==> config.mk <==
export PLATFORM = sky130hd
export DESIGN_NAME = bisection_root_finder
export DESIGN_NICKNAME = d
export VERILOG_FILES = /design/src/design/bisr_pkg.sv /design/src/design/bisr_poly_eval.sv /design/src/design/bisection_root_finder.sv
export VERILOG_INCLUDE_DIRS = /design/src /design/src/design
export SDC_FILE = /design/constraint.sdc
export NUM_CORES = 2
export LEC_CHECK = 0
export ABC_CLOCK_PERIOD_IN_PS = 14670
export BUFFER_PORTS_ARGS = -buffer_cell sky130_fd_sc_hd__buf_4
export CAP_MARGIN = 30
export CORE_UTILIZATION = 65
export DETAILED_ROUTE_END_ITERATION = 8
export PLACE_DENSITY = 0.8
export SLEW_MARGIN = 20
export SYNTH_ARGS = -nofsm -noshare
export SYNTH_HDL_FRONTEND = slang
export SYNTH_HIERARCHICAL = 1
export SYNTH_SLANG_ARGS = --single-unit
export TNS_END_PERCENT = 5
==> constraint.sdc <==
create_clock -name clk -period 14.67 [get_ports clk]
set_clock_uncertainty 0.05 [all_clocks]
set_input_delay 0.7335 -clock clk [delete_from_list [all_inputs] [get_ports clk]]
set_output_delay 0.7335 -clock clk [all_outputs]
set_load 0.01 [all_outputs]
==> src/design/bisection_root_finder_assert.svh <==
// Assertion macros for the bisection root finder.
// Expects clk and arst_n in the scope where a macro is used.
`ifndef BISECTION_ROOT_FINDER_ASSERT_SVH
`define BISECTION_ROOT_FINDER_ASSERT_SVH

// Condition must hold at every clock edge outside reset.
`define BISR_ASSERT_ALWAYS(label, cond, msg) \
	label: assert property (@(posedge clk) disable iff (!arst_n) (cond)) \
		else $error(msg);

// Consequent must hold in the same cycle as the antecedent.
`define BISR_ASSERT_IMPLY(label, ante, cons, msg) \
	label: assert property (@(posedge clk) disable iff (!arst_n) (ante) |-> (cons)) \
		else $error(msg);

`endif

==> src/design/bisr_pkg.sv <==
// Shared types and constants for the bisection root finder.
// Used by bisr_poly_eval and bisection_root_finder; no dependencies.
package bisr_pkg;

	localparam int VALUE_WIDTH   = 32;
	localparam int FRACTION_BITS = 16;
	localparam int ACC_W         = VALUE_WIDTH + 16;
	localparam int SPLIT_W       = ACC_W / 2;
	localparam int PROD_W        = SPLIT_W + VALUE_WIDTH;
	localparam int SUM_W         = PROD_W + SPLIT_W - FRACTION_BITS;
	localparam int HORNER_STEPS  = 3;
	localparam int STEP_W        = $clog2(HORNER_STEPS);
	localparam int EPS_W         = 31;
	localparam int ITER_W        = 6;
	localparam int CFG_IDX_W     = 3;
	localparam int CFG_DATA_W    = 32;

	localparam logic [ITER_W-1:0] ITER_MAX   = ITER_W'(32);
	localparam logic [ITER_W-1:0] ITER_LIMIT = ITER_W'(63);
	localparam logic [EPS_W-1:0]  EPS_MIN    = EPS_W'(2);

	localparam logic signed [ACC_W-1:0] ACC_MAX = {1'b0, {(ACC_W-1){1'b1}}};
	localparam logic signed [ACC_W-1:0] ACC_MIN = {1'b1, {(ACC_W-1){1'b0}}};

	localparam logic signed [VALUE_WIDTH-1:0] COEF_CUBIC_RST    = 32'sd0;
	localparam logic signed [VALUE_WIDTH-1:0] COEF_SQUARE_RST   = 32'sd65536;
	localparam logic signed [VALUE_WIDTH-1:0] COEF_LINEAR_RST   = -32'sd196608;
	localparam logic signed [VALUE_WIDTH-1:0] COEF_CONSTANT_RST = -32'sd655360;

	typedef enum logic [CFG_IDX_W-1:0] {
		REG_COEF_CUBIC    = 3'd0,
		REG_COEF_SQUARE   = 3'd1,
		REG_COEF_LINEAR   = 3'd2,
		REG_COEF_CONSTANT = 3'd3,
		REG_EPSILON       = 3'd4
	} bisr_reg_t;

	typedef enum logic [2:0] {
		EV_IDLE,
		EV_MAG,
		EV_MUL_LO,
		EV_MUL_HI,
		EV_COMBINE,
		EV_ADD
	} bisr_ev_state_t;

	typedef enum logic [2:0] {
		ST_IDLE,
		ST_EVAL_LO,
		ST_EVAL_HI,
		ST_CHECK,
		ST_EVAL_MID,
		ST_FINISH
	} bisr_state_t;

	typedef struct packed {
		logic signed [VALUE_WIDTH-1:0] lower;
		logic signed [VALUE_WIDTH-1:0] upper;
	} bisr_in_t;

	typedef struct packed {
		logic signed [VALUE_WIDTH-1:0] root;
		logic [ITER_W-1:0]             iterations;
		logic                          status;
	} bisr_out_t;

	typedef struct packed {
		logic signed [VALUE_WIDTH-1:0] cubic;
		logic signed [VALUE_WIDTH-1:0] square;
		logic signed [VALUE_WIDTH-1:0] linear;
		logic signed [VALUE_WIDTH-1:0] constant;
	} bisr_coef_t;

	typedef struct packed {
		logic                          start;
		logic signed [VALUE_WIDTH-1:0] x;
	} bisr_eval_req_t;

	typedef struct packed {
		logic busy;
		logic done;
		logic neg;
		logic zero;
	} bisr_eval_rsp_t;

endpackage

==> src/design/bisr_poly_eval.sv <==
// Horner evaluator for the cubic: sign and zero test of p(x).
// One 24x32 multiplier shared over partial products. Depends on bisr_pkg.
module bisr_poly_eval import bisr_pkg::*; (
	input  logic           clk,
	input  logic           arst_n,
	input  bisr_eval_req_t req,
	input  bisr_coef_t     coef,
	output bisr_eval_rsp_t rsp
);

	localparam logic [SUM_W-1:0] MAG_LIM = SUM_W'(1) << (ACC_W - 1);

	bisr_ev_state_t state_q, state_nxt;
	logic [STEP_W-1:0]              step_q;
	logic                           done_q;
	logic signed [VALUE_WIDTH-1:0]  x_q;
	logic signed [ACC_W-1:0]        acc_q;
	logic [ACC_W-1:0]               am_q;
	logic [VALUE_WIDTH-1:0]         xm_q;
	logic                           neg_q;
	logic [PROD_W-1:0]              pl_q;
	logic [PROD_W-1:0]              ph_q;
	logic [ACC_W-1:0]               rm_q;

	logic [ACC_W-1:0]               am;
	logic [VALUE_WIDTH-1:0]         xm;
	logic [SPLIT_W-1:0]             mul_a;
	logic [PROD_W-1:0]              mul_p;
	logic [SUM_W-1:0]               sum_r;
	logic [ACC_W-1:0]               rm;
	logic signed [VALUE_WIDTH-1:0]  coef_sel;
	logic signed [ACC_W+1:0]        coef_ext;
	logic signed [ACC_W+1:0]        rm_ext;
	logic signed [ACC_W+1:0]        sum_s;
	logic signed [ACC_W-1:0]        acc_nxt;
	logic                           last_step;

	assign last_step = (step_q == STEP_W'(HORNER_STEPS - 1));

	always_ff @(posedge clk or negedge arst_n) begin
		if (!arst_n) begin
			state_q <= EV_IDLE;
			step_q  <= '0;
			done_q  <= 1'b0;
		end else begin
			state_q <= state_nxt;
			done_q  <= (state_q == EV_ADD) && last_step;
			if (state_q == EV_IDLE && req.start) begin
				step_q <= '0;
			end else if (state_q == EV_ADD) begin
				step_q <= step_q + 1'b1;
			end
		end
	end

	always_comb begin
		state_nxt = state_q;
		unique case (state_q)
			EV_IDLE:    if (req.start) state_nxt = EV_MAG;
			EV_MAG:     state_nxt = EV_MUL_LO;
			EV_MUL_LO:  state_nxt = EV_MUL_HI;
			EV_MUL_HI:  state_nxt = EV_COMBINE;
			EV_COMBINE: state_nxt = EV_ADD;
			EV_ADD:     state_nxt = last_step ? EV_IDLE : EV_MAG;
			default:    state_nxt = EV_IDLE;
		endcase
		rsp.busy = (state_q != EV_IDLE);
		rsp.done = done_q;
		rsp.neg  = acc_q[ACC_W-1];
		rsp.zero = (acc_q == '0);
	end

	// Magnitudes: the product truncates toward zero, so work on |acc| and |x|.
	assign am = acc_q[ACC_W-1] ? (~acc_q + 1'b1) : acc_q;
	assign xm = x_q[VALUE_WIDTH-1] ? (~x_q + 1'b1) : x_q;

	assign mul_a = (state_q == EV_MUL_HI) ? am_q[ACC_W-1:SPLIT_W] : am_q[SPLIT_W-1:0];
	assign mul_p = PROD_W'(mul_a) * PROD_W'(xm_q);

	always_comb begin
		sum_r = (SUM_W'(ph_q) << (SPLIT_W - FRACTION_BITS)) + SUM_W'(pl_q >> FRACTION_BITS);
		if (sum_r >= MAG_LIM) begin
			rm = neg_q ? ACC_W'(MAG_LIM) : ACC_W'(MAG_LIM - 1'b1);
		end else begin
			rm = sum_r[ACC_W-1:0];
		end
	end

	always_comb begin
		case (step_q)
			STEP_W'(0): coef_sel = coef.square;
			STEP_W'(1): coef_sel = coef.linear;
			default:    coef_sel = coef.constant;
		endcase
		coef_ext = (ACC_W+2)'(coef_sel);
		rm_ext   = {2'b00, rm_q};
		sum_s    = neg_q ? (coef_ext - rm_ext) : (coef_ext + rm_ext);
		if (sum_s[ACC_W+1] == sum_s[ACC_W] && sum_s[ACC_W] == sum_s[ACC_W-1]) begin
			acc_nxt = sum_s[ACC_W-1:0];
		end else begin
			acc_nxt = sum_s[ACC_W+1] ? ACC_MIN : ACC_MAX;
		end
	end

	always_ff @(posedge clk) begin
		case (state_q)
			EV_IDLE: begin
				if (req.start) begin
					acc_q <= ACC_W'(coef.cubic);
					x_q   <= req.x;
				end
			end
			EV_MAG: begin
				am_q  <= am;
				xm_q  <= xm;
				neg_q <= acc_q[ACC_W-1] ^ x_q[VALUE_WIDTH-1];
			end
			EV_MUL_LO:  pl_q  <= mul_p;
			EV_MUL_HI:  ph_q  <= mul_p;
			EV_COMBINE: rm_q  <= rm;
			EV_ADD:     acc_q <= acc_nxt;
			default: ;
		endcase
	end

endmodule

==> src/design/bisection_root_finder.sv <==
// Bisection root finder for a configurable cubic in signed Q16.16. An item is a search
// interval; the result is the last midpoint, the number of halvings and a status (1 when
// the polynomial shows no strict sign change across the interval). One item is in work at
// a time. Each polynomial evaluation is three Horner steps, each through the states
// EV_MAG, EV_MUL_LO, EV_MUL_HI, EV_COMBINE and EV_ADD on one shared 24x32 multiplier.
// An item takes at most 32 halvings. A finished result waits in an output register, and
// the next interval is taken while it waits.
`include "bisection_root_finder_assert.svh"

module bisection_root_finder import bisr_pkg::*; (
	input  logic                   clk,
	input  logic                   arst_n,
	input  logic                   in_valid,
	output logic                   in_stall,
	input  bisr_in_t               in_data,
	output logic                   out_valid,
	input  logic                   out_stall,
	output bisr_out_t              out_data,
	input  logic                   cfg_wr_en,
	input  logic [CFG_IDX_W-1:0]   cfg_index,
	input  logic [CFG_DATA_W-1:0]  cfg_data
);

	bisr_state_t state_q, state_nxt;
	bisr_coef_t                    coef_q;
	logic [EPS_W-1:0]              eps_q;
	logic signed [VALUE_WIDTH-1:0] a_q;
	logic signed [VALUE_WIDTH-1:0] b_q;
	logic signed [VALUE_WIDTH-1:0] c_q;
	logic [ITER_W-1:0]             iter_q;
	logic                          sa_neg_q;
	logic                          sa_zero_q;
	logic                          status_q;
	logic                          out_valid_q;
	bisr_out_t                     out_q;

	bisr_eval_req_t                eval_req;
	bisr_eval_rsp_t                eval_rsp;

	logic                          accept;
	logic                          load_out;
	logic                          go_halve;
	logic                          no_bracket;
	logic [EPS_W-1:0]              eps_eff;
	logic signed [VALUE_WIDTH:0]   diff;
	logic signed [VALUE_WIDTH:0]   mid_sum;
	logic signed [VALUE_WIDTH-1:0] mid;
	logic                          wide_enough;

	bisr_poly_eval u_eval (
		.clk    (clk),
		.arst_n (arst_n),
		.req    (eval_req),
		.coef   (coef_q),
		.rsp    (eval_rsp)
	);

	// Configuration registers
	always_ff @(posedge clk or negedge arst_n) begin
		if (!arst_n) begin
			coef_q.cubic    <= COEF_CUBIC_RST;
			coef_q.square   <= COEF_SQUARE_RST;
			coef_q.linear   <= COEF_LINEAR_RST;
			coef_q.constant <= COEF_CONSTANT_RST;
			eps_q           <= EPS_MIN;
		end else if (cfg_wr_en) begin
			unique case (cfg_index)
				REG_COEF_CUBIC:    coef_q.cubic    <= cfg_data;
				REG_COEF_SQUARE:   coef_q.square   <= cfg_data;
				REG_COEF_LINEAR:   coef_q.linear   <= cfg_data;
				REG_COEF_CONSTANT: coef_q.constant <= cfg_data;
				REG_EPSILON:       eps_q           <= cfg_data[EPS_W-1:0];
				default: ;
			endcase
		end
	end

	assign in_stall  = (state_q != ST_IDLE);
	assign accept    = in_valid && !in_stall;
	assign load_out  = (state_q == ST_FINISH) && (!out_valid_q || !out_stall);

	assign eps_eff     = (eps_q < EPS_MIN) ? EPS_MIN : eps_q;
	assign diff        = (VALUE_WIDTH+1)'(b_q) - (VALUE_WIDTH+1)'(a_q);
	assign wide_enough = !diff[VALUE_WIDTH] && (diff[VALUE_WIDTH-1:0] >= VALUE_WIDTH'(eps_eff));
	assign go_halve    = wide_enough && (iter_q != ITER_LIMIT);
	// Floor of the average: arithmetic shift of the one-bit-wider sum
	assign mid_sum     = (VALUE_WIDTH+1)'(a_q) + (VALUE_WIDTH+1)'(b_q);
	assign mid         = mid_sum[VALUE_WIDTH:1];
	assign no_bracket  = sa_zero_q || eval_rsp.zero || (sa_neg_q == eval_rsp.neg);

	always_ff @(posedge clk or negedge arst_n) begin
		if (!arst_n) begin
			state_q <= ST_IDLE;
		end else begin
			state_q <= state_nxt;
		end
	end

	always_comb begin
		state_nxt      = state_q;
		eval_req.start = 1'b0;
		eval_req.x     = mid;
		unique case (state_q)
			ST_IDLE: begin
				eval_req.x = in_data.lower;
				if (in_valid) begin
					eval_req.start = 1'b1;
					state_nxt      = ST_EVAL_LO;
				end
			end
			ST_EVAL_LO: begin
				eval_req.x = b_q;
				if (eval_rsp.done) begin
					eval_req.start = 1'b1;
					state_nxt      = ST_EVAL_HI;
				end
			end
			ST_EVAL_HI: begin
				if (eval_rsp.done) state_nxt = no_bracket ? ST_FINISH : ST_CHECK;
			end
			ST_CHECK: begin
				if (go_halve) begin
					eval_req.start = 1'b1;
					state_nxt      = ST_EVAL_MID;
				end else begin
					state_nxt = ST_FINISH;
				end
			end
			ST_EVAL_MID: begin
				if (eval_rsp.done) state_nxt = eval_rsp.zero ? ST_FINISH : ST_CHECK;
			end
			ST_FINISH: begin
				if (load_out) state_nxt = ST_IDLE;
			end
			default: state_nxt = ST_IDLE;
		endcase
	end

	// Interval, midpoint and counters
	always_ff @(posedge clk or negedge arst_n) begin
		if (!arst_n) begin
			iter_q   <= '0;
			status_q <= 1'b0;
		end else begin
			if (accept) begin
				iter_q   <= '0;
				status_q <= 1'b0;
			end else if (state_q == ST_EVAL_HI && eval_rsp.done && no_bracket) begin
				status_q <= 1'b1;
			end else if (state_q == ST_EVAL_MID && eval_rsp.done && !eval_rsp.zero) begin
				iter_q <= iter_q + 1'b1;
			end
		end
	end

	always_ff @(posedge clk) begin
		if (accept) begin
			a_q <= in_data.lower;
			b_q <= in_data.upper;
			c_q <= in_data.lower;
		end else if (state_q == ST_EVAL_LO && eval_rsp.done) begin
			sa_neg_q  <= eval_rsp.neg;
			sa_zero_q <= eval_rsp.zero;
		end else if (state_q == ST_CHECK && go_halve) begin
			c_q <= mid;
		end else if (state_q == ST_EVAL_MID && eval_rsp.done && !eval_rsp.zero) begin
			// keep the half whose ends still differ in sign
			if (eval_rsp.neg != sa_neg_q) begin
				b_q <= c_q;
			end else begin
				a_q <= c_q;
			end
		end
	end

	// Output register: hold until the transfer completes
	always_ff @(posedge clk or negedge arst_n) begin
		if (!arst_n) begin
			out_valid_q <= 1'b0;
		end else if (load_out) begin
			out_valid_q <= 1'b1;
		end else if (!out_stall) begin
			out_valid_q <= 1'b0;
		end
	end

	always_ff @(posedge clk) begin
		if (load_out) begin
			out_q.root       <= status_q ? '0 : c_q;
			out_q.iterations <= status_q ? '0 : iter_q;
			out_q.status     <= status_q;
		end
	end

	assign out_valid = out_valid_q;
	assign out_data  = out_q;

	`BISR_ASSERT_IMPLY(a_done_in_eval, eval_rsp.done, state_q == ST_EVAL_LO || state_q == ST_EVAL_HI || state_q == ST_EVAL_MID, "evaluator finished outside an evaluation state")
	`BISR_ASSERT_IMPLY(a_start_idle, eval_req.start, !eval_rsp.busy, "evaluator started while busy")
	`BISR_ASSERT_ALWAYS(a_iter_bound, iter_q <= ITER_MAX, "halving count beyond bound")
	`BISR_ASSERT_IMPLY(a_no_bracket_out, out_valid && out_data.status, out_data.root == '0 && out_data.iterations == '0, "no-bracket result with nonzero root or count")
	`BISR_ASSERT_IMPLY(a_check_bracket, state_q == ST_CHECK, !status_q, "halving without a valid bracket")

endmodule
==> results.md <==
STA:
- The worst pin sits at a relative slew slack of 31.48%.
- The post-route minimum period is 10.42 ns.
- The hold violation total from the final report is 0.
- Setup repair after global routing left no endpoint under its margin.
- The max-slew violation count was 0.
- After routing, the total negative slack on setup checks comes to 0 ns.
- The slew at the pin closest to its max-slew limit is 1.028 ns.
- The part of the cycle the worst path needs is 71.04%.
- The count of final setup violators is 0.
- The highest attainable clock frequency is 95.95 MHz.

Routing:
- For this block, the routed nets add up to 162400 um of wire.
- The detailed-routing iteration count for the pre-antenna-repair pass is 6.
- The DRC violation count after routing is 0.
- The per-cell routed wire length is 21.99 um.
- The count of nets left with antenna violations once routing finished came out at 0.
- The number of DRC violations after detailed-routing iteration 0 is 4141.
- The count of vias placed by the detailed router is 45100.
- Dividing the detail-routed via count by the number of cells gives 6.107.

Global routing:
- The first global-routing pass estimated 256500 um of wire.
- The via count of the first global-routing pass is 46320.
- The number of antenna violations at the first check in global routing is 3.
- After global routing the overflow that remains totals 0.
- The pin count of the biggest net entering global routing is 112.
- For this run, the total global-route usage over all layers was measured as 35.53%.

Clocking:
- The post-CTS clock slew at the launch and capture registers of the worst setup and hold paths is 0.06 ns.
- The later-pin clock latency in the skew report is 0.64 ns.
- The cell sitting at the root of the clock tree is a sky130_fd_sc_hd__clkbuf_16.
- The clock sink count is 618.
- The H-tree depth is 3.
- TritonCTS created 66 clock buffers.
- The buffer levels on the longest clock path is 3.
- The TritonCTS clock tree is built.

Floorplan:
- In this run the horizontal extent of the chip is 305.7 um.
- For this configuration, the core starts out at a cell density of 65.51%.
- During I/O placement, the number of pins put on the boundary was 145.
- The chip height is 305.7 um.
- The floorplan has 111 rows.
- The area of the placeable core is 91520 um2.
- The die covers 93460 um2.

Flow run:
- Max-cap violations in this run came to 0.

Cells and area:
- In the final design database the tool counted 7276 nets.
- The post-route netlist has 9.051% of its cells at a drive strength greater than 1.
- The count of filler cells inserted in the layout is 6672.
- Compared with the post-synthesis result, the final layout area differs by 7.676%.

Yosys:
- Summing every instance area after synthesis gives 59960 um2.
- After technology mapping, the gate count stands at 6140.
- The share of flip-flops with an asynchronous set or reset is 28.48%.
- The per-instance average area after synthesis is 9.765 um2.
- The net count after synthesis is 7271.
- In the synthesized netlist the dominant register cell turns out to be sky130_fd_sc_hd__edfxtp_1.
- The flip-flop and latch count after synthesis is 618.
- The synthesized design contains 442 enable-type register cells.
- The sequential-to-total area share from yosys stat is 29.55%.
- The number of warnings printed during yosys synthesis is 6.
- The synthesized netlist contains 85 unique library cells.

Worst setup path:
- The most numerous cell on the critical path is sky130_fd_sc_hd__fa_1.
- The cell at the slowest stage of the critical path is sky130_fd_sc_hd__o311ai_0.
- The largest single stage delay on the critical path is 0.70 ns.
- The highest net fanout along the worst path is 60.
- The type of the setup path with the least slack is reg2reg.
- STA puts the critical path data arrival time at 10.81 ns.
- The data required time of the critical path is 15.06 ns.
- The kind of capture point of the worst setup path is a flop.
- The nature of the critical path startpoint is a flop.

Place:
- Detailed placement ended at an HPWL of 121600 um.
- In this run the tool buffered the top-level ports with 144 buffer cells.
- At the end of routability-driven placement, the weighted congestion stood at 0.9830.

Min path:
- The path class of the tightest hold or removal check is in2reg.

Outcome:
- The flow ran to the end, and the final reports show no timing, DRC or antenna violations.
-- critical path: cells and delay by family, from the launching register on --
kind | cells | cell delay (ns)
AND/OR/NAND/NOR | 7 | 1.61
adder cells (fa/ha/maj) | 8 | 4.08
buffers and inverters | 9 | 1.15
AO/OA/AOI/OAI | 8 | 2.79
flip-flops | 1 | 0.49
-- timing repair --
item / 4_1_cts / 5_1_grt
gates resized for setup: 0 / 0
hold buffers: 0 / 1
endpoints found under the hold margin: 0 / 9
setup buffers: 0 / 0
setup endpoints to repair: 0 / 0
-- cells in the mapped netlist, types with 54 or more instances --
cell type | n | area (um2)
sky130_fd_sc_hd__nor2b_1 | 197 | 1232
sky130_fd_sc_hd__ha_1 | 365 | 4567
sky130_fd_sc_hd__nand2_1 | 849 | 3187
sky130_fd_sc_hd__dfrtp_1 | 145 | 3628
sky130_fd_sc_hd__and2_1 | 350 | 2190
sky130_fd_sc_hd__o21ai_0 | 205 | 1026
sky130_fd_sc_hd__fa_1 | 662 | 13250
sky130_fd_sc_hd__mux2_2 | 133 | 1498
sky130_fd_sc_hd__edfxtp_1 | 442 | 13270
sky130_fd_sc_hd__a21oi_1 | 266 | 1331
sky130_fd_sc_hd__xnor2_1 | 234 | 2049
sky130_fd_sc_hd__nor2_1 | 212 | 795.8
sky130_fd_sc_hd__mux2i_1 | 54 | 540.5
sky130_fd_sc_hd__inv_1 | 845 | 3172
sky130_fd_sc_hd__a21o_1 | 84 | 630.6
sky130_fd_sc_hd__clkbuf_1 | 267 | 1002
sky130_fd_sc_hd__xor2_1 | 89 | 779.5
-- area by class of cell --
cell class                      instances  area [um2]  share of cell area, %
Clock inverter                         37       385.4                 0.5969
Antenna cell                            1       2.502               0.003876
Tap cell                             1186        1484                  2.299
Inverter                              846        3176                  4.919
Multi-Input combinational cell       4376       38050                  58.94
Sequential cell                       618       17720                  27.44
Timing Repair Buffer                  237        1924                  2.981
Clock buffer                           84        1821                  2.820
-- cell usage in the layout (no fill, tap or decap), types with 9 or more instances in the layout --
cell type / instances
sky130_fd_sc_hd__nand4_1: 33
sky130_fd_sc_hd__ha_1: 365
sky130_fd_sc_hd__mux2i_1: 51
sky130_fd_sc_hd__a21oi_1: 265
sky130_fd_sc_hd__a41oi_1: 9
sky130_fd_sc_hd__a31oi_1: 33
sky130_fd_sc_hd__nor2b_1: 197
sky130_fd_sc_hd__buf_4: 226
sky130_fd_sc_hd__o21a_1: 15
sky130_fd_sc_hd__nor4_1: 31
sky130_fd_sc_hd__a21o_1: 84
sky130_fd_sc_hd__nor3_1: 50
sky130_fd_sc_hd__or2_2: 9
sky130_fd_sc_hd__xnor2_1: 234
sky130_fd_sc_hd__and4_1: 10
sky130_fd_sc_hd__dfrtp_1: 144
sky130_fd_sc_hd__or3_1: 24
sky130_fd_sc_hd__and3_1: 28
sky130_fd_sc_hd__clkbuf_1: 9
sky130_fd_sc_hd__fa_1: 662
sky130_fd_sc_hd__mux2_2: 133
sky130_fd_sc_hd__nor2_1: 208
sky130_fd_sc_hd__o21ai_0: 203
sky130_fd_sc_hd__a211oi_1: 46
sky130_fd_sc_hd__xor2_1: 89
sky130_fd_sc_hd__o31ai_1: 47
sky130_fd_sc_hd__o311ai_0: 34
sky130_fd_sc_hd__dfstp_2: 31
sky130_fd_sc_hd__edfxtp_1: 442
sky130_fd_sc_hd__and2_1: 349
sky130_fd_sc_hd__inv_1: 844
sky130_fd_sc_hd__clkbuf_16: 67
sky130_fd_sc_hd__o21bai_1: 24
sky130_fd_sc_hd__a22oi_1: 32
sky130_fd_sc_hd__nand2_1: 845
sky130_fd_sc_hd__nand3_1: 50
sky130_fd_sc_hd__o211ai_1: 18
sky130_fd_sc_hd__nand2b_1: 39
sky130_fd_sc_hd__or4_1: 15
sky130_fd_sc_hd__o41ai_1: 12
-- state kept, by name, summed over array words and instances, names as in the netlist, 2 cells and up --
register / flops
u_eval/step_q: 2
u_eval/am_q: 48
u_eval/state_q: 3
eps_q: 31
c_q: 32
state_q: 3
coef_q: 128
a_q: 32
u_eval/x_q: 32
out_data: 39
u_eval/rm_q: 48
u_eval/xm_q: 32
iter_q: 6
u_eval/acc_q: 48
b_q: 32
u_eval/ph_q: 56
u_eval/pl_q: 40
-- metal layers --
layer  share of wire (%)  wire length (um)  GRT usage (%)  vias to the layer above
met4                 5.4              8803          17.93                        0
met5                   0                 0              0                        -
met1                  39             63030          46.04                    22510
met3                 7.7             12550          4.742                      427
li1                    -                 -              -                    20130
met2                  48             78010          58.88                     2029
-- logic make-up (layout without fill, tap and decap cells) --
kind of cell,count (synthesis),in the layout,share of synthesized area [%]
flops,618,618,29.55
mux,187,187,3.400
simple gates,1934,1934,15.77
buf+inv,1146,1204,7.221
fa+ha+maj,1027,1027,29.72
xor+xnor,323,323,4.718
other cells,0,1,0
compound gates,905,905,9.623
-- through the flow --
step                      utilization [%]  std cells  setup WS [ns]  area (um2)  hold slack, ns
after global routing                70.53       7384          3.675       64550          0.3307
after global placement              67.87       7252          4.153       62110          0.3888
final                               70.54       7385          4.248       64560          0.3248
after CTS                           70.38       7377          4.110       64410          0.2132
after floorplan                         -       6140          4.361       59960          0.3764
after detailed placement            67.97       7256          4.160       62210          0.3948
-- final timing paths --
path                                          startpoint                        end  slack [ns]  cells past startpoint
max                        u_eval/state_q[2]$_DFFE_PN0P_  u_eval/pl_q[53]$_DFFE_PP_        4.25                     32
min                                          in_data[17]          b_q[17]$_DFFE_PP_        0.32                      3
max reg2reg                u_eval/state_q[2]$_DFFE_PN0P_  u_eval/pl_q[53]$_DFFE_PP_        4.25                     32
min reg2reg                    u_eval/acc_q[0]$_DFFE_PP_   u_eval/am_q[0]$_DFFE_PP_        0.42                      0
max in group asynchronous                         arst_n       eps_q[1]$_DFFE_PN1P_       12.74                      5
min in group asynchronous                         arst_n     coef_q[86]$_DFFE_PN0P_        0.50                      2
Power is left out: the tool's default activity adds up to more than one toggle a clock period on the data nets, which glitch-free logic cannot reach.
